## config.mk

```make
export PLATFORM = sky130hd
export DESIGN_NAME = midi_byte_stream_parser
export DESIGN_NICKNAME = d
export VERILOG_FILES = /design/src/rtl/core/mbsp_pkg.sv /design/src/rtl/core/mbsp_sysex_mem.sv /design/src/rtl/core/midi_byte_stream_parser.sv
export SDC_FILE = /design/constraint.sdc
export NUM_CORES = 1
export LEC_CHECK = 0
export ABC_AREA = 1
export BUFFER_PORTS_ARGS = -buffer_cell sky130_fd_sc_hd__buf_2
export CAP_MARGIN = 10
export CORE_MARGIN = 1.5
export CORE_UTILIZATION = 65
export CTS_CLUSTER_DIAMETER = 150
export DETAILED_ROUTE_END_ITERATION = 16
export PLACE_DENSITY = 0.82
export SLEW_MARGIN = 20
export SYNTH_ARGS = -nofsm -noshare
export SYNTH_HDL_FRONTEND = slang
export SYNTH_HIERARCHICAL = 1
export SYNTH_SLANG_ARGS = --single-unit
export TNS_END_PERCENT = 5
```

## constraint.sdc

```tcl
create_clock -name clk -period 12.85 [get_ports clk]
set_input_delay 0.6425 -clock clk [delete_from_list [all_inputs] [get_ports clk]]
set_output_delay 0.6425 -clock clk [all_outputs]
set_load 0.01 [all_outputs]
```

## src/rtl/core/mbsp_pkg.sv

```systemverilog
`timescale 1ns / 1ps
// ----------------------------------------------------------------------------
// mbsp_pkg
// types and constants shared by the midi byte stream parser
// ----------------------------------------------------------------------------
package mbsp_pkg;

	typedef enum logic [2:0] {
		EV_NOTE_OFF  = 3'd0,
		EV_NOTE_ON   = 3'd1,
		EV_CTRL      = 3'd2,
		EV_PROGRAM   = 3'd3,
		EV_BEND      = 3'd4,
		EV_SYSEX     = 3'd5
	} event_kind_t;

	typedef enum logic [1:0] {
		S_IDLE,
		S_EXEC,
		S_SXRD
	} parse_state_t;

	// status bytes
	localparam logic [7:0] ST_SYSEX_START = 8'hF0;
	localparam logic [7:0] ST_SYSEX_END   = 8'hF7;
	localparam logic [7:0] ST_REALTIME    = 8'hF8;
	localparam logic [7:0] ST_TIME_CODE   = 8'hF1;
	localparam logic [7:0] ST_SONG_POS    = 8'hF2;
	localparam logic [7:0] ST_SONG_SEL    = 8'hF3;

	// channel message opcodes (upper nibble of running status)
	localparam logic [3:0] OP_NOTE_OFF = 4'h8;
	localparam logic [3:0] OP_NOTE_ON  = 4'h9;
	localparam logic [3:0] OP_CTRL     = 4'hB;
	localparam logic [3:0] OP_PROGRAM  = 4'hC;
	localparam logic [3:0] OP_BEND     = 4'hE;

	localparam logic [6:0] LEN_MAX = 7'd127;

	typedef struct packed {
		event_kind_t kind;
		logic [3:0]  channel;
		logic [6:0]  first_value;
		logic [6:0]  second_value;
		logic [13:0] bend_value;
		logic [7:0]  sysex_byte;
		logic        sysex_byte_valid;
		logic [6:0]  sysex_length;
		logic        sysex_overflow;
		logic        last;
	} result_t;

endpackage

```

## src/rtl/core/mbsp_sysex_mem.sv

```systemverilog
`timescale 1ns / 1ps
// ----------------------------------------------------------------------------
// mbsp_sysex_mem
// system exclusive byte store, one write port and one registered read port
// ----------------------------------------------------------------------------
module mbsp_sysex_mem #(
	parameter int DEPTH  = 64,
	parameter int ADDR_W = 6
) (
	input  logic              clk,
	input  logic              wr_en,
	input  logic [ADDR_W-1:0] wr_addr,
	input  logic [7:0]        wr_data,
	input  logic              rd_en,
	input  logic [ADDR_W-1:0] rd_addr,
	output logic [7:0]        rd_data
);

	logic [7:0] mem [DEPTH];
	logic [7:0] rd_data_q;

	always_ff @(posedge clk) begin
		if (wr_en) begin
			mem[wr_addr] <= wr_data;
		end
	end

	// read data holds while no read is issued
	always_ff @(posedge clk) begin
		if (rd_en) begin
			rd_data_q <= mem[rd_addr];
		end
	end

	assign rd_data = rd_data_q;

endmodule

```

## src/rtl/core/midi_byte_stream_parser.sv

```systemverilog
`timescale 1ns / 1ps
// ----------------------------------------------------------------------------
// midi_byte_stream_parser
// running status midi parser with a system exclusive store and readout
// ----------------------------------------------------------------------------
//  channel | handshake           | payload
//  --------+---------------------+------------------------------------------
//  in      | in_valid / in_stall | data_byte
//  out     | out_valid/out_stall | event_kind, channel, first_value,
//          |                     | second_value, bend_value, sysex_byte,
//          |                     | sysex_byte_valid, sysex_length,
//          |                     | sysex_overflow, last
//
//  a byte is taken in S_IDLE and decoded in S_EXEC
//  an end of sysex then reads the store at one byte a cycle through the
//  single read port, as long as the output is not stalled
//  arst_n clears the parser state; the store needs no clearing, as only
//  entries written since the last sysex start are ever read
//  a stalled output holds the result and the decode or readout waits on it;
//  a new input transaction is still taken while a result waits
// ----------------------------------------------------------------------------
module midi_byte_stream_parser
	import mbsp_pkg::*;
#(
	parameter int SYSEX_DEPTH = 64
) (
	input  logic        clk,
	input  logic        arst_n,
	input  logic        in_valid,
	output logic        in_stall,
	input  logic [7:0]  data_byte,
	output logic        out_valid,
	input  logic        out_stall,
	output logic [2:0]  event_kind,
	output logic [3:0]  channel,
	output logic [6:0]  first_value,
	output logic [6:0]  second_value,
	output logic [13:0] bend_value,
	output logic [7:0]  sysex_byte,
	output logic        sysex_byte_valid,
	output logic [6:0]  sysex_length,
	output logic        sysex_overflow,
	output logic        last
);

	localparam int CNT_W  = $clog2(SYSEX_DEPTH + 1);
	localparam int ADDR_W = (SYSEX_DEPTH > 1) ? $clog2(SYSEX_DEPTH) : 1;
	localparam logic [CNT_W-1:0] CNT_FULL = CNT_W'(SYSEX_DEPTH);

	// control state
	parse_state_t     state_q, state_d;
	logic [7:0]       byte_q;
	logic [7:0]       rs_q, rs_d;
	logic             await_q, await_d;
	logic [6:0]       first_q, first_d;
	logic             in_sysex_q, in_sysex_d;
	logic [CNT_W-1:0] count_q, count_d;
	logic             dropped_q, dropped_d;
	logic [ADDR_W-1:0] rd_idx_q, rd_idx_d;

	// output register
	logic    out_valid_q;
	result_t out_q;
	result_t res;
	logic    load;
	logic    out_free;

	// store access
	logic              wr_en;
	logic [ADDR_W-1:0] wr_addr;
	logic              rd_en;
	logic [ADDR_W-1:0] rd_addr;
	logic [7:0]        rd_data;

	// decode helpers
	logic       fin_take;
	logic [6:0] fin_first;
	logic [6:0] fin_second;
	logic [3:0] op;
	logic [6:0] sx_len;
	logic       rd_last;
	logic       need_out;
	logic       commit;

	mbsp_sysex_mem #(
		.DEPTH  (SYSEX_DEPTH),
		.ADDR_W (ADDR_W)
	) u_store (
		.clk     (clk),
		.wr_en   (wr_en),
		.wr_addr (wr_addr),
		.wr_data (byte_q),
		.rd_en   (rd_en),
		.rd_addr (rd_addr),
		.rd_data (rd_data)
	);

	assign out_free = !out_valid_q || !out_stall;
	assign in_stall = (state_q != S_IDLE);
	assign op       = rs_q[7:4];

	// length saturates at the field's top value
	assign sx_len  = (32'(count_q) > 32'(LEN_MAX)) ? LEN_MAX : 7'(count_q);
	assign rd_last = ((CNT_W'(rd_idx_q) + CNT_W'(1)) == count_q);

	// a data byte completes a message when the second byte was pending, or
	// straight away for program change and channel pressure
	assign fin_take   = !in_sysex_q && !byte_q[7] &&
		(await_q || (rs_q[7:5] == 3'b110));
	assign fin_first  = await_q ? first_q : byte_q[6:0];
	assign fin_second = await_q ? byte_q[6:0] : 7'd0;

	always_comb begin
		state_d    = state_q;
		rs_d       = rs_q;
		await_d    = await_q;
		first_d    = first_q;
		in_sysex_d = in_sysex_q;
		count_d    = count_q;
		dropped_d  = dropped_q;
		rd_idx_d   = rd_idx_q;
		wr_en      = 1'b0;
		wr_addr    = count_q[ADDR_W-1:0];
		rd_en      = 1'b0;
		rd_addr    = rd_idx_q;
		need_out   = 1'b0;
		commit     = 1'b0;
		load       = 1'b0;

		res                  = '0;
		res.kind             = EV_SYSEX;
		res.channel          = rs_q[3:0];
		res.first_value      = fin_first;
		res.sysex_overflow   = dropped_q;
		res.last             = 1'b1;

		case (state_q)
			S_IDLE: begin
				if (in_valid) begin
					state_d = S_EXEC;
				end
			end

			S_EXEC: begin
				if (in_sysex_q) begin
					if (byte_q == ST_SYSEX_END) begin
						// empty message gives one result, otherwise start readout
						need_out = (count_q == '0);
						res.channel     = 4'd0;
						res.first_value = 7'd0;
					end
				end else if (fin_take) begin
					need_out = 1'b1;
					case (op)
						OP_NOTE_OFF: begin
							res.kind = EV_NOTE_OFF;
						end
						OP_NOTE_ON: begin
							// velocity zero is a note off
							if (fin_second == 7'd0) begin
								res.kind = EV_NOTE_OFF;
							end else begin
								res.kind         = EV_NOTE_ON;
								res.second_value = fin_second;
							end
						end
						OP_CTRL: begin
							res.kind         = EV_CTRL;
							res.second_value = fin_second;
						end
						OP_PROGRAM: begin
							res.kind = EV_PROGRAM;
						end
						OP_BEND: begin
							res.kind        = EV_BEND;
							res.first_value = 7'd0;
							res.bend_value  = {fin_second, fin_first};
						end
						default: begin
							// pressure and song position data: no result
							need_out = 1'b0;
						end
					endcase
					res.sysex_overflow = 1'b0;
				end

				commit = !need_out || out_free;
				load   = need_out && out_free;

				if (commit) begin
					state_d = S_IDLE;
					if (in_sysex_q) begin
						if (byte_q == ST_SYSEX_END) begin
							in_sysex_d = 1'b0;
							if (count_q != '0) begin
								rd_en    = 1'b1;
								rd_addr  = '0;
								rd_idx_d = '0;
								state_d  = S_SXRD;
							end
						end else if (count_q < CNT_FULL) begin
							wr_en   = 1'b1;
							count_d = count_q + CNT_W'(1);
						end else begin
							dropped_d = 1'b1;
						end
					end else if (byte_q[7]) begin
						if (byte_q < ST_REALTIME) begin
							rs_d    = byte_q;
							await_d = 1'b0;
							if (byte_q == ST_SYSEX_START) begin
								in_sysex_d = 1'b1;
								count_d    = '0;
								dropped_d  = 1'b0;
							end
						end
					end else if (await_q) begin
						await_d = 1'b0;
					end else if (rs_q != 8'd0) begin
						if ((rs_q[7:6] == 2'b10) || (op == OP_BEND)) begin
							await_d = 1'b1;
							first_d = byte_q[6:0];
						end else if (rs_q[7:5] == 3'b110) begin
							first_d = byte_q[6:0];
						end else if (rs_q == ST_SONG_POS) begin
							rs_d    = 8'd0;
							await_d = 1'b1;
							first_d = byte_q[6:0];
						end else begin
							if ((rs_q == ST_TIME_CODE) || (rs_q == ST_SONG_SEL)) begin
								first_d = byte_q[6:0];
							end
							rs_d = 8'd0;
						end
					end
				end
			end

			S_SXRD: begin
				// read data for rd_idx_q is ready; issue the next read on load
				res.channel          = 4'd0;
				res.first_value      = 7'd0;
				res.sysex_byte       = rd_data;
				res.sysex_byte_valid = 1'b1;
				res.sysex_length     = sx_len;
				res.last             = rd_last;
				need_out             = 1'b1;
				load                 = out_free;
				if (out_free) begin
					if (rd_last) begin
						state_d = S_IDLE;
					end else begin
						rd_idx_d = rd_idx_q + ADDR_W'(1);
						rd_en    = 1'b1;
						rd_addr  = rd_idx_q + ADDR_W'(1);
					end
				end
			end

			default: begin
				state_d = S_IDLE;
			end
		endcase
	end

	always_ff @(posedge clk or negedge arst_n) begin
		if (!arst_n) begin
			state_q    <= S_IDLE;
			rs_q       <= 8'd0;
			await_q    <= 1'b0;
			first_q    <= 7'd0;
			in_sysex_q <= 1'b0;
			count_q    <= '0;
			dropped_q  <= 1'b0;
			rd_idx_q   <= '0;
		end else begin
			state_q    <= state_d;
			rs_q       <= rs_d;
			await_q    <= await_d;
			first_q    <= first_d;
			in_sysex_q <= in_sysex_d;
			count_q    <= count_d;
			dropped_q  <= dropped_d;
			rd_idx_q   <= rd_idx_d;
		end
	end

	// input byte capture on an accepted transaction
	always_ff @(posedge clk) begin
		if (in_valid && !in_stall) begin
			byte_q <= data_byte;
		end
	end

	// output register
	always_ff @(posedge clk or negedge arst_n) begin
		if (!arst_n) begin
			out_valid_q <= 1'b0;
		end else if (load) begin
			out_valid_q <= 1'b1;
		end else if (!out_stall) begin
			out_valid_q <= 1'b0;
		end
	end

	always_ff @(posedge clk) begin
		if (load) begin
			out_q <= res;
		end
	end

	assign out_valid        = out_valid_q;
	assign event_kind       = out_q.kind;
	assign channel          = out_q.channel;
	assign first_value      = out_q.first_value;
	assign second_value     = out_q.second_value;
	assign bend_value       = out_q.bend_value;
	assign sysex_byte       = out_q.sysex_byte;
	assign sysex_byte_valid = out_q.sysex_byte_valid;
	assign sysex_length     = out_q.sysex_length;
	assign sysex_overflow   = out_q.sysex_overflow;
	assign last             = out_q.last;

	// readout only runs over a non-empty store, outside sysex
	a_sxrd_nonempty: assert property (@(posedge clk) disable iff (!arst_n)
		(state_q == S_SXRD) |-> ((count_q != '0) && !in_sysex_q))
		else $error("readout with empty store or open sysex");

	a_sxrd_index: assert property (@(posedge clk) disable iff (!arst_n)
		(state_q == S_SXRD) |-> (CNT_W'(rd_idx_q) < count_q))
		else $error("readout index past stored length");

	a_count_bound: assert property (@(posedge clk) disable iff (!arst_n)
		count_q <= CNT_FULL)
		else $error("sysex count beyond store depth");

	a_drop_full: assert property (@(posedge clk) disable iff (!arst_n)
		dropped_q |-> (count_q == CNT_FULL))
		else $error("overflow flagged with room left in store");

	a_last_ends: assert property (@(posedge clk) disable iff (!arst_n)
		(state_q == S_SXRD && load && rd_last) |=> (state_q == S_IDLE))
		else $error("readout continued after final byte");

endmodule

```

* Word level (Yosys, flattened, before mapping)
Memory sizes are Yosys's and may differ from the RTL's. A register that Yosys moved wholly into a read port is not among the register bits.
Cells that the tools add are included.
** Storage, ports and cells
- RAM bits :: 512
- Memories :: 1
- Input bits :: 12
- Register bits :: 95
** Cells by class
- Eq/ne operators :: 27
- Bitwise logic cells :: 6
- Order comparisons :: 2
- Mux-type cells :: 88
- Reductions and logical operators :: 36
- Add/subtract/negate cells :: 3
** Memories
- u_store.mem :: words 64, bits a word 8, rd ports 1, clocked after Yosys merged registers in 1, write ports 1, RTL line mbsp_sysex_mem.sv:19 : logic [7:0] mem [DEPTH];
** Operators by type and width (number)
- 2-to-1 mux 7 bit :: 15
- 2-to-1 mux 8 bit :: 7
- 2-to-1 mux 1 bit :: 42
- == test 8 bit (second input constant) :: 5
- 2-to-1 mux 6 bit :: 6
- 2-to-1 mux 28 bit :: 1
- case mux 11 bit (2 select lines) :: 1
- AND reduction 7 bit :: 3
- == test 4 bit (second input constant) :: 5
- != test 2 bit (second input constant) :: 9
- case mux 3 bit (5 select lines) :: 1
- zero test 7 bit :: 2
- 2-to-1 mux 14 bit :: 1
- 2-to-1 mux 2 bit :: 7
- case mux 7 bit (2 select lines) :: 1
- case mux 6 bit (2 select lines) :: 1
- 2-to-1 mux 11 bit :: 1
- nonzero test 2 bit :: 5
- < comparator 8 bit (second input constant) :: 1
- AND reduction 4 bit :: 2
- AND reduction 8 bit :: 1
- nonzero test 8 bit :: 1
- adder 6 x 1 -> 7 bit (second input constant) :: 1
- adder 7 x 1 -> 7 bit (second input constant) :: 1
- other kinds (21) :: 42

* Logic depth before layout (Yosys ltp)
Gate-level depths: netlist (run 1).
- Word-level depth :: 12
- Mapped depth :: 26
- Gate-level depth less buffers :: 23

* By module
The synthesis (run 1) kept the hierarchy.
** Modules (own cells, without submodules)
- mbsp_sysex_mem :: cells an instance 1822, area each 21371.7 µm², instances 1
- midi_byte_stream_parser :: cells an instance 482, area each 4550.6 µm², instances 1

* Least setup slack after synthesis (run 1)
Ideal clock, no wire load.
- Path type :: reg2reg
- Start :: register byte_q[5]
- End :: register out_q, in the netlist bend_value[0] (enable)
- Cell stages (with the launch flop) :: 7
- Data arrival time :: 4246 ps
- Setup time :: 464 ps
- Setup slack :: 8140 ps
- Required time :: 12386 ps
- Cell sequence :: edfxtp_1 -> nand4_2 -> nor3_4 -> nand3_1 -> a21oi_1 -> o21ai_0 -> nor2_1
** On the way
- Word-level cells in the longest chain between the ends :: 6
** RTL lines
- start: declaration :: RTL line midi_byte_stream_parser.sv:52 : logic [7:0] byte_q;
- start signal: assignment :: RTL line midi_byte_stream_parser.sv:291 : byte_q <= data_byte;
- == test 8 bit :: RTL line midi_byte_stream_parser.sv:146 : if (byte_q == ST_SYSEX_END) begin
- 2-to-1 mux 1 bit :: RTL line midi_byte_stream_parser.sv:146
- 2-to-1 mux 1 bit :: RTL line midi_byte_stream_parser.sv:145 : if (in_sysex_q) begin
- 2-to-1 mux 1 bit :: RTL line midi_byte_stream_parser.sv:137 : case (state_q)
- logical AND 1 bit :: RTL line midi_byte_stream_parser.sv:188 : load = need_out && out_free;
- case mux 1 bit (2 select lines) :: RTL line midi_byte_stream_parser.sv:137
- via load :: RTL line midi_byte_stream_parser.sv:65 : logic load;
- end signal: assignment :: RTL line midi_byte_stream_parser.sv:308 : out_q <= res;
- end: declaration :: RTL line midi_byte_stream_parser.sv:63 : result_t out_q;
The timed path passes the listed nets, and every way through them passes these cells. The select of a mux whose other input is x is not followed.
A chain may end at the register's enable or synchronous reset.

* Final worst setup path (run 1)
- Start :: register rd_idx_q[0]
- End :: register u_store.rd_data_q[3], in the netlist u_store/rd_data[3] (read register of u_store.mem), data pin
** On the way
- Word-level cells in the longest chain between the ends :: 5
- Elaborated cells on any way between the ends :: 13
** RTL lines
- start: declaration :: RTL line midi_byte_stream_parser.sv:59 : logic [ADDR_W-1:0] rd_idx_q, rd_idx_d;
- start signal: assignment :: RTL line midi_byte_stream_parser.sv:284 : rd_idx_q <= rd_idx_d;
- adder 6 x 1 -> 7 bit / 2-to-1 mux 6 bit (equally long branches)
- == test 7 bit / 2-to-1 mux 6 bit (equally long branches)
- 2-to-1 mux 6 bit, on equally long branches (2 in series)
- case mux 6 bit (2 select lines) (*)
- via rd_addr[0] :: RTL line midi_byte_stream_parser.sv:72 : logic [ADDR_W-1:0] rd_addr;
- end: declaration :: RTL line mbsp_sysex_mem.sv:20 : logic [7:0] rd_data_q;
Mark *: on every way through the listed nets, which the timed path passes. The rest lies on a longest branch.

==> results of run 1 <==
[through the flow]
stage / std cells / power, mW / instance area, um2 / hold WS (ns) / setup WS [ns]
floorplan: 2304 / 2.60 / 25900 / 0.347 / 8.14
global placement: 2787 / 2.70 / 26300 / 0.460 / 7.55
detailed placement: 2787 / 2.72 / 26300 / 0.471 / 7.45
CTS: 2889 / 4.29 / 28100 / 0.124 / 7.43
global route: 2889 / 4.40 / 28100 / 0.177 / 6.96
finish: 2889 / 4.28 / 28100 / 0.117 / 7.28
[cells in the mapped netlist, types with 6 or more instances]
library cell,count
dfrtp_1,34
nand2_2,7
buf_4,10
nand3_1,478
edfxtp_1,581
o21ai_2,7
nor2_1,116
nor3_1,15
buf_6,25
buf_2,56
inv_1,83
nand2_1,793
ha_1,6
nand4_1,7
clkbuf_1,14
buf_1,13
o21ai_0,15
[worst max-delay path by stage]
stage	to	cells after the start	from	slack [ns]
2_1_floorplan	bend_value[0]$_SDFFCE_PP0P_	6	byte_q[5]$_DFFE_PP_	8.14
6_report	u_store/rd_data[3]$_DFFE_PP_	24	rd_idx_q[0]$_DFF_PN0_	7.28
4_1_cts	u_store/rd_data[3]$_DFFE_PP_	20	byte_q[5]$_DFFE_PP_	7.43
3_3_place_gp	u_store/rd_data[5]$_DFFE_PP_	20	byte_q[5]$_DFFE_PP_	7.55
3_5_place_dp	u_store/rd_data[5]$_DFFE_PP_	20	byte_q[5]$_DFFE_PP_	7.45
5_1_grt	u_store/rd_data[4]$_DFFE_PP_	24	rd_idx_q[0]$_DFF_PN0_	6.96
[worst max-delay path: stages (launching register included)]
cell     delay, ns
dfrtp_1       0.41
ha_1          0.25
nand2_1       0.17
inv_1         0.06
nand2_1       0.09
nand2_1       0.07
nand2_1       0.05
nand2_1       0.06
nor2_1        0.12
nand3_2       0.13
nand2_1       0.09
nand2_1       0.10
nand3_1       0.13
nand2_1       0.12
inv_6         0.43
buf_4         0.93
buf_4         0.87
nand2_1       0.18
nand3_1       0.17
nand3_1       0.11
nand2_1       0.11
nand2_1       0.08
nand3_1       0.16
nand3_1       0.21
nand2_1       0.14
[per-layer routing]
layer	part of all wire	routed length [um]	track usage	up-vias
met5	0	0	0	-
met4	0.033	2050	0.116	0
met3	0.10	6320	0.0570	168
met2	0.48	30100	0.499	1137
met1	0.38	24000	0.426	8598
li1	-	-	-	7993
[power groups by stage]
| stage | logic [mW] | clock network, mW | registers, mW |
|---|---|---|---|
| floorplan | 0.205 | 0 | 2.40 |
| global route | 0.393 | 1.68 | 2.33 |
| detailed placement | 0.348 | 0 | 2.37 |
| global placement | 0.335 | 0 | 2.37 |
| CTS | 0.352 | 1.60 | 2.33 |
| finish | 0.355 | 1.60 | 2.33 |
[area by class of cell]
class,instances,area [um2]
multi-input combinational,1482,6560
sequential,615,18300
clock buffer,73,1550
timing repair buffer,85,473
inverter,87,340
fill,2505,10900
tap,518,648
clock inverter,29,203
[kinds of logic after synthesis]
group                      count (synthesis)  share of synthesized area
xor gates and xnor gates                   4                    0.00135
AOI/OAI and AO/OA                         37                    0.00927
buffers and inverters                    207                     0.0423
and+or+nand+nor                         1435                      0.238
adders and majority gates                  6                    0.00290
DFF                                      615                      0.706
[registers in the layout (all words and copies together), names as in the netlist, 3 cells and up]
register / flops
count_q: 7
u_store/rd_data: 8
first_value: 7
u_store/mem: 512
byte_q: 8
event_kind: 3
second_value: 7
sysex_length: 7
rd_idx_q: 6
rs_q: 8
bend_value: 14
channel: 4
first_q: 7
sysex_byte: 8
==> results.md, run 1 <==
- Worst setup SP type: flop
- CTS Buffer Depth: 3
- Post-synth cell types: between 40 and 50
- Port buffer count: between 60 and 70
- # resized after CTS: 0
- Max-Cap Viols: 0
- Worst R2R End: u_store/rd_data[3]$_DFFE_PP_
- Fin util: 0.720
- Area delta synth->final: 8.28%
- Largest net degree at the start of global routing: 159
- Routed WL: around 63,000 um
- Synthesized instance count: roughly 2,300
- Yosys top cell area share: 0.673
- Commonest non-fill, non-tap cell in the layout: nand2_1
- Leakage: approximately 11 nW
- DRT Pass-1 Iters: 6
- Clock sinks: 615
- Syn_area_per_cell: approximately 11 um2
- Max-slew violations: 0
- Die height: 203 um
- CTS root buf: clkbuf_16
- Remaining DRCs: 0
- CTS Hold Bufs: 0
- Worst Hold Class: in -> async
- Vias per cell: between 6 and 7
- Worst R2R Path Depth: 24
- Worst EP required: approximately 13 ns
- Final clock skew: about 0.025 ns
- Critical path endpoint category: flop
- Total die area: a little over 40,000 um2
- Worst VDD drop: roughly 0.00014 V
- Comb pwr share: 0.083
- Die X: around 200 um
- Vias in the first global route: roughly 17,000
- Final ANT Viol Nets: 0
- WL/cell: 21.6 um
- Sw Share: 0.238
- Reg2reg setup slack: 7.28 ns
- Seq pwr share: 0.544
- Run status: completed
- EDFF count, synth: 581
- Total CTS buffers: 57
- Detailed-route via count: between 15,000 and 20,000
- Post-Syn Area: between 20,000 and 30,000 um2
- Post-DP HPWL: 35,600 um
- Core area: approximately 40,000 um2
- Endpoints failing hold: 0
- Initial antenna violation count: 0
- Top cells by area, synth: edfxtp_1 67%, nand2_1 11%, nand3_1 9.2%, dfrtp_1 3.3%, nor2_1 1.7%
- Synthesis warning total: 6
- Starting Density: 0.665
- Fin crit share: 0.433
- Total negative slack: 0 ns
- Tmin final: around 5.6 ns
- # diodes: 0
- Row Count: a little over 70
- FFs w/ async S/R, synth: 0.0553
- Crit path max fanout: between 90 and 100
- Clock share of power: 0.373
- Data arrival, critical path: 6.04 ns
- Syn nets: about 2,300
- Rel. slew slack: 0.249
- Sw power: a little over 1 mW
- H-tree depth: 2
- Final nets: between 2,000 and 2,500
- Clk_lat worst skew: ~0.62 ns
- Register area share after synthesis: 0.706
- Area leader, netlist: edfxtp_1
- Gpl congestion: between 0.9 and 1
- Reg2reg start: rd_idx_q[0]$_DFF_PN0_
- #FFs+latches synth: ~620
- RSZ-0062 raised after global routing: false
- Fmax: ~180 MHz
- Global-route wire length before repair: 97,400 um
- Pint: ~3.3 mW
- Kind of critical path: reg -> reg
- Pwr Density: roughly 150 nW/um2
- Top_reg_cell synth: edfxtp_1
- Number of setup buffers added after CTS: 0
- Total grt overflow: 0
- # setup viols final: 0
- Share of cells above drive strength 1: 0.0856
- Total track usage: 0.309
- DRT iter0 DRCs: 2,371
- Most frequent cells in the layout: 791 x nand2_1, 581 x edfxtp_1, 478 x nand3_1
- I/O pin cnt: 67
- Worst-margin pin slew: ~1.1 ns
- Reg clk slew, reported paths: ~0.07 ns
- CTS tree: yes
Note: power is estimated with default switching activity, not from simulation.
==> run 2, diff against run 1 <==
--- a/config.mk
+++ b/config.mk
@@ -9,10 +9,10 @@
 export BUFFER_PORTS_ARGS = -buffer_cell sky130_fd_sc_hd__buf_2
 export CAP_MARGIN = 10
 export CORE_MARGIN = 1.5
-export CORE_UTILIZATION = 65
+export CORE_UTILIZATION = 62
 export CTS_CLUSTER_DIAMETER = 150
 export DETAILED_ROUTE_END_ITERATION = 16
-export PLACE_DENSITY = 0.82
+export PLACE_DENSITY = 0.79
 export SLEW_MARGIN = 20
 export SYNTH_ARGS = -nofsm -noshare
 export SYNTH_HDL_FRONTEND = slang
==> constraint.sdc (replaced) <==
create_clock -name clk -period 5.8 [get_ports clk]
set_input_delay 0.29 -clock clk [delete_from_list [all_inputs] [get_ports clk]]
set_output_delay 0.29 -clock clk [all_outputs]
set_load 0.01 [all_outputs]
==> run 2 against run 1 <==
  * Utilization shrank 3.0 points
  * Worst setup slack lost 6.2 ns
  * Worst hold slack better by 0.079 ns
  * Die area is 4.8% higher
  * Register-to-register slack worse by 6.2 ns
  * First-iteration DRC count increased by 4.7%
  * Largest power group unchanged
  * Clock-buffer cell count stayed put
  * Highest routed layer unchanged
==> results.md, run 2 (synthesized netlist as in run 1, its figures left out) <==
- Largest net degree at the start of global routing: about 180
- Rel. slew slack: 0.175
- Total track usage: 0.294
- Die height: approximately 210 um
- Share of cells above drive strength 1: 0.0868
- Fin crit share: 0.819
- Post-DP HPWL: 35,400 um
- Area delta synth->final: 9.17%
- Largest reg by FF count: u_store/mem
- Worst VDD drop: ~0.00044 V
- Gpl congestion: ~0.9
- Cell mode on critical path: nand2_1
- H-tree depth: 2
- # diodes: 0
- Fmax: ~210 MHz
- CTS tree: yes
- Max-slew violations: 0
- Vias in the first global route: roughly 17,000
- Design area: between 20,000 and 30,000 um2
- Leakage: roughly 11 nW
- Final nets: between 2,000 and 2,500
- Critical path's top delay family: simple AND/OR/NAND/NOR gates
- Tmin final: 4.75 ns
- CP peak stage delay: slightly above 0.8 ns
- Max-Cap Viols: 0
- Vias per cell: 6.22
- DRT iter0 DRCs: 2,483
- Total CTS buffers: 57
- # fillers: 2,773
- Worst EP required: approximately 6.3 ns
- Die X: ~210 um
- Core area: roughly 41,000 um2
- Worst path cell trace: ha_1 -> nand2_1 -> inv_1 -> nand2_1 -> nand2_1 -> nand2_1 -> nand2_1 -> nor2_1 -> nand3_2 -> nand4_1 -> nand2_1 -> nand2_1 -> inv_6 -> inv_6 -> buf_12 -> nand2_1 -> nand3_1 -> nand3_1 -> nand2_1 -> nand2_1 -> nand3_1 -> nand3_1 -> nand2_1
- I/O pin cnt: 67
- Slowest-stage cell, CP: inv_6
- Total die area: between 40,000 and 50,000 um2
- Row Count: 74
- Final clock skew: ~0.026 ns
- Worst path bufs/invs: 4
- DRT Pass-1 Iters: 7
- Port buffer count: 66
- Initial antenna violation count: 0
- WHS: approximately 0.20 ns
- Data arrival, critical path: roughly 5.2 ns
- # setup viols final: 0
- Clock sinks: 615
- # resized after CTS: 0
- Kind of critical path: reg -> reg
- Endpoints failing hold: 0
- Final ANT Viol Nets: 0
- Global-route wire length before repair: a little under 100,000 um
- Remaining DRCs: 0
- Critical path endpoint category: flop
- Placed inst area: ~26,000 um2
- Total negative slack: 0 ns
- CTS Buffer Depth: 3
- Worst-margin pin slew: 1.23 ns
- Starting Density: 0.632
- Largest register FFs: between 500 and 600
- Most frequent cells in the layout: 791 x nand2_1, 581 x edfxtp_1, 478 x nand3_1
- Run status: completed
- RSZ-0062 raised after global routing: false
- Reg clk slew, reported paths: 0.07 ns
- Commonest non-fill, non-tap cell in the layout: nand2_1
- WL/cell: between 20 and 25 um
- Pwr Density: approximately 340 nW/um2
- Fin util: 0.690
- CTS root buf: clkbuf_16
- Routed WL: approximately 64,000 um
- Detailed-route via count: approximately 18,000
- Total grt overflow: 0
- Clk_lat worst skew: 0.61 ns
- Crit path max fanout: between 100 and 150
- Worst Hold Class: in -> reg
- Worst setup SP type: flop
run 2: cell types whose count changed in the layout (fill, tap and decap cells not counted), moves of 2 or more:
cell and delta:
clkinvlp_4 +2, clkbuf_8 -2, nor3_1 +2, bufinv_16 +4, nor3_2 -2, clkinv_1 -4, buf_12 +2, inv_6 +3
dlygate4sd3_1 +10, clkbuf_1 +3
run 2: through the flow:
stage	worst slack, ns	instances	total power [mW]
after global routing	0.939	2918	9.91
after detailed placement	1.35	2803	6.04
after global placement	1.47	2803	6.00
after floorplan	1.09	2304	5.77
final	1.05	2918	9.64
after CTS	1.31	2918	9.65
run 2: power breakdown:
group	leakage (nW)	total [mW]	switching [mW]	internal, mW
logic	4.00	0.818	0.631	0.186
clock network	0.889	3.66	1.56	2.10
registers	5.75	5.16	0.0748	5.08
total	10.6	9.64	2.27	7.37
run 2: timing repair:
| item | CTS | global route |
|---|---|---|
| setup buffers | 0 | 0 |
| hold buffers | 10 | 0 |
| endpoints found under the setup margin | 0 | 0 |
| endpoints found under the hold margin | 43 | 0 |
run 2: layout make-up:
class / count / area (um2) / area share
repair buffers: 97 / 613 / 0.0217
well taps: 532 / 666 / 0.0235
clock buffers: 73 / 1510 / 0.0532
multi-input cells: 1482 / 6550 / 0.231
clock inverters: 32 / 329 / 0.0116
inverters: 87 / 338 / 0.0119
flip-flops and latches: 615 / 18300 / 0.647
run 2: final timing paths:
kind,from,end,slack [ns],cells past startpoint
min reg2reg,first_q[3]$_DFFE_PN0P_,first_q[3]$_DFFE_PN0P_,0.49,2
min in group asynchronous,arst_n,state_q[1]$_DFFE_PN0P_,0.32,2
min,in_valid,byte_q[5]$_DFFE_PP_,0.20,3
max,rd_idx_q[0]$_DFF_PN0_,u_store/rd_data[6]$_DFFE_PP_,1.05,23
max in group asynchronous,arst_n,rd_idx_q[3]$_DFF_PN0_,4.98,2
max reg2reg,rd_idx_q[0]$_DFF_PN0_,u_store/rd_data[6]$_DFFE_PP_,1.05,23
run 2: per-layer routing:
metal  vias to the layer above  GRT usage  routed length (um)
met5                         -          0                   0
met4                         0      0.114                2320
met3                       177     0.0513                7070
met2                      1239      0.473               30400
met1                      8723      0.405               23900
li1                       8018          -                   -
run 2: worst register-to-register path: stages, from the launching register on:
cell	delay, ns
dfrtp_1	0.44
ha_1	0.25
nand2_1	0.13
inv_1	0.05
nand2_1	0.08
nand2_1	0.11
nand2_1	0.09
nand2_1	0.06
nor2_1	0.12
nand3_2	0.12
nand4_1	0.11
nand2_1	0.07
nand2_1	0.16
inv_6	0.20
inv_6	0.92
buf_12	0.65
nand2_1	0.20
nand3_1	0.11
nand3_1	0.08
nand2_1	0.16
nand2_1	0.09
nand3_1	0.14
nand3_1	0.16
nand2_1	0.13
==> run 3, diff against run 2 <==
--- a/config.mk
+++ b/config.mk
@@ -9,10 +9,10 @@
 export BUFFER_PORTS_ARGS = -buffer_cell sky130_fd_sc_hd__buf_2
 export CAP_MARGIN = 10
 export CORE_MARGIN = 1.5
-export CORE_UTILIZATION = 62
+export CORE_UTILIZATION = 56
 export CTS_CLUSTER_DIAMETER = 150
 export DETAILED_ROUTE_END_ITERATION = 16
-export PLACE_DENSITY = 0.79
+export PLACE_DENSITY = 0.76
 export SLEW_MARGIN = 20
 export SYNTH_ARGS = -nofsm -noshare
 export SYNTH_HDL_FRONTEND = slang
==> constraint.sdc (replaced) <==
create_clock -name clk -period 3.94 [get_ports clk]
set_input_delay 0.197 -clock clk [delete_from_list [all_inputs] [get_ports clk]]
set_output_delay 0.197 -clock clk [all_outputs]
set_load 0.01 [all_outputs]
==> run 3 against run 2 <==
  * Register-to-register slack got worse by 0.71 ns
  * Largest power group unchanged
  * Fmax increased by 32%
  * Sequential power increased by 47%
  * Total power increased by 47%
  * Flip-flop and latch count unchanged
  * First-iteration DRC count decreased by 5.4%
  * Final cell count increased by 3.1%
  * Critical path depth increased by 1
  * Clock-buffer cell count decreased by 4
  * Highest routed layer unchanged
  * Sequential share of layout area decreased by 0.61 points
  * Worst setup slack got worse by 0.71 ns
  * Non-clock buffer count increased by 20
==> results.md, run 3 (synthesized netlist as in run 1, its figures left out) <==
- Final ANT Viol Nets: 0
- Area delta synth->final: 10.2%
- Data arrival, critical path: between 4 and 5 ns
- Fmax: about 280 MHz
- CTS Buffer Depth: 3
- Total track usage: 0.275
- Clk_lat worst skew: roughly 0.63 ns
- Critical path endpoint category: flop
- CTS tree: yes
- Total die area: around 48,000 um2
- Commonest non-fill, non-tap cell in the layout: nand2_1
- Sw Share: 0.241
- # setup viols final: 0
- Clock share of power: 0.379
- Tmin final: about 3.6 ns
- Die height: roughly 220 um
- Leakage: 10.8 nW
- Vias in the first global route: around 17,000
- DRT iter0 DRCs: about 2,300
- Pwr Density: ~500 nW/um2
- Worst setup SP type: flop
- Total negative slack: 0 ns
- I/O pin cnt: 67
- Routed WL: about 65,000 um
- Vias per cell: 5.97
- Cell mode on critical path: nand2_1
- Worst path cell trace: ha_1 -> nand2_1 -> inv_1 -> nand2_1 -> nand2_1 -> nand2_1 -> nand2_1 -> nor2_1 -> nand3_2 -> nand2_1 -> nand2_1 -> nand3_1 -> nand2_1 -> inv_6 -> buf_4 -> buf_4 -> nand2_1 -> nand3_1 -> nand3_1 -> nand2_1 -> nand2_1 -> nand3_1 -> nand3_1 -> nand2_1
- Max-Cap Viols: 0
- Largest register FFs: ~510
- Global-route wire length before repair: about 99,000 um
- Starting Density: 0.570
- Most frequent cells in the layout: 791 x nand2_1, 581 x edfxtp_1, 478 x nand3_1
- Max-slew violations: 0
- Seq pwr share: 0.535
- Crit path max fanout: 55
- CP peak stage delay: approximately 0.5 ns
- Fin util: 0.628
- Core area: 45,500 um2
- Final nets: roughly 2,400
- Final clock skew: 0.0211 ns
- WL/cell: between 20 and 25 um
- Fin crit share: 0.914
- Largest net degree at the start of global routing: 126
- Rel. slew slack: 0.284
- # diodes: 0
- Die X: around 220 um
- Reg clk slew, reported paths: 0.07 ns
- Total grt overflow: 0
- Worst Hold Class: in -> reg
- Largest reg by FF count: u_store/mem
- Worst-margin pin slew: approximately 1.1 ns
- RSZ-0062 raised after global routing: false
- Worst EP required: between 4 and 5 ns
- Hold depth: 6
- CTS root buf: clkbuf_16
- Remaining DRCs: 0
- Endpoints failing hold: 0
- Worst R2R Path Depth: 24
- Initial antenna violation count: 1
- Detailed-route via count: around 18,000
- Port buffer count: 66
- Number of setup buffers added after CTS: 0
- Gpl congestion: about 0.9
- Comb pwr share: 0.086
- Total CTS buffers: 57
- Pint: around 11 mW
- Slowest-stage cell, CP: buf_4
- Share of cells above drive strength 1: 0.0939
- Row Count: just under 80
- Clock sinks: 615
- DRT Pass-1 Iters: 9
- Post-DP HPWL: 37,100 um
- Worst VDD drop: around 0.00047 V
- Sw power: roughly 3.4 mW
- Kind of critical path: reg -> reg
- Run status: completed
- H-tree depth: 2
-- run 3: path summary, 6_finish.rpt --
kind	startpoint	end	slack [ns]
max	rd_idx_q[0]$_DFF_PN0_	u_store/rd_data[1]$_DFFE_PP_	0.34
min	in_valid	state_q[1]$_DFFE_PN0P_	0.09
max reg2reg	rd_idx_q[0]$_DFF_PN0_	u_store/rd_data[1]$_DFFE_PP_	0.34
min reg2reg	first_q[0]$_DFFE_PN0P_	first_q[0]$_DFFE_PN0P_	0.48
max in group asynchronous	arst_n	state_q[0]$_DFFE_PN0P_	3.21
min in group asynchronous	arst_n	first_q[0]$_DFFE_PN0P_	0.20
-- run 3: power by group through the flow --
stage,clock network (mW),registers [mW],logic [mW]
global placement,0,7.72,1.17
detailed placement,0,7.72,1.20
floorplan,0,7.82,0.670
CTS,5.43,7.59,1.21
global route,5.68,7.61,1.34
finish,5.39,7.59,1.22
-- run 3: metal layers --
metal	up-vias	share of wire	wire length (um)	track usage
met5	-	0	0	0
met4	0	0.037	2400	0.107
met3	165	0.11	7210	0.0576
met2	1087	0.46	30100	0.428
met1	8646	0.39	25000	0.383
li1	8060	-	-	-
-- run 3: final cells by class --
type                       instances  area [um2]
clock buffer                      69        1480
clock inverter                    37         325
multi-input combinational       1482        6550
fill                            3468       16900
tap                              600         751
sequential                       615       18300
timing repair buffer             117         830
inverter                          87         339
-- run 3: stage by stage --
stage | cells | setup slack [ns] | power (mW) | area [um2] | hold WS, ns
3_3_place_gp | 2891 | 0.317 | 8.88 | 26700 | 0.334
4_1_cts | 3007 | 0.214 | 14.2 | 28600 | 0.0533
5_1_grt | 3007 | 0.0530 | 14.6 | 28600 | 0.124
6_report | 3007 | 0.338 | 14.2 | 28600 | 0.0864
3_5_place_dp | 2891 | 0.230 | 8.93 | 26700 | 0.343
2_1_floorplan | 2304 | 0.102 | 8.49 | 25900 | -0.0986
-- run 3: worst max-delay path: cells and delay by family (launching register included) --
kind | cells | cell delay, ns
buffers and inverters | 4 | 0.99
and+or+nand+nor | 19 | 1.76
adders and majority gates | 1 | 0.24
DFF | 1 | 0.42
-- run 3: timing repair --
item / CTS / global route
hold endpoints to repair: 43 / 0
hold buffers: 10 / 0
endpoints found under the setup margin: 0 / 5
resized for setup: 0 / 1
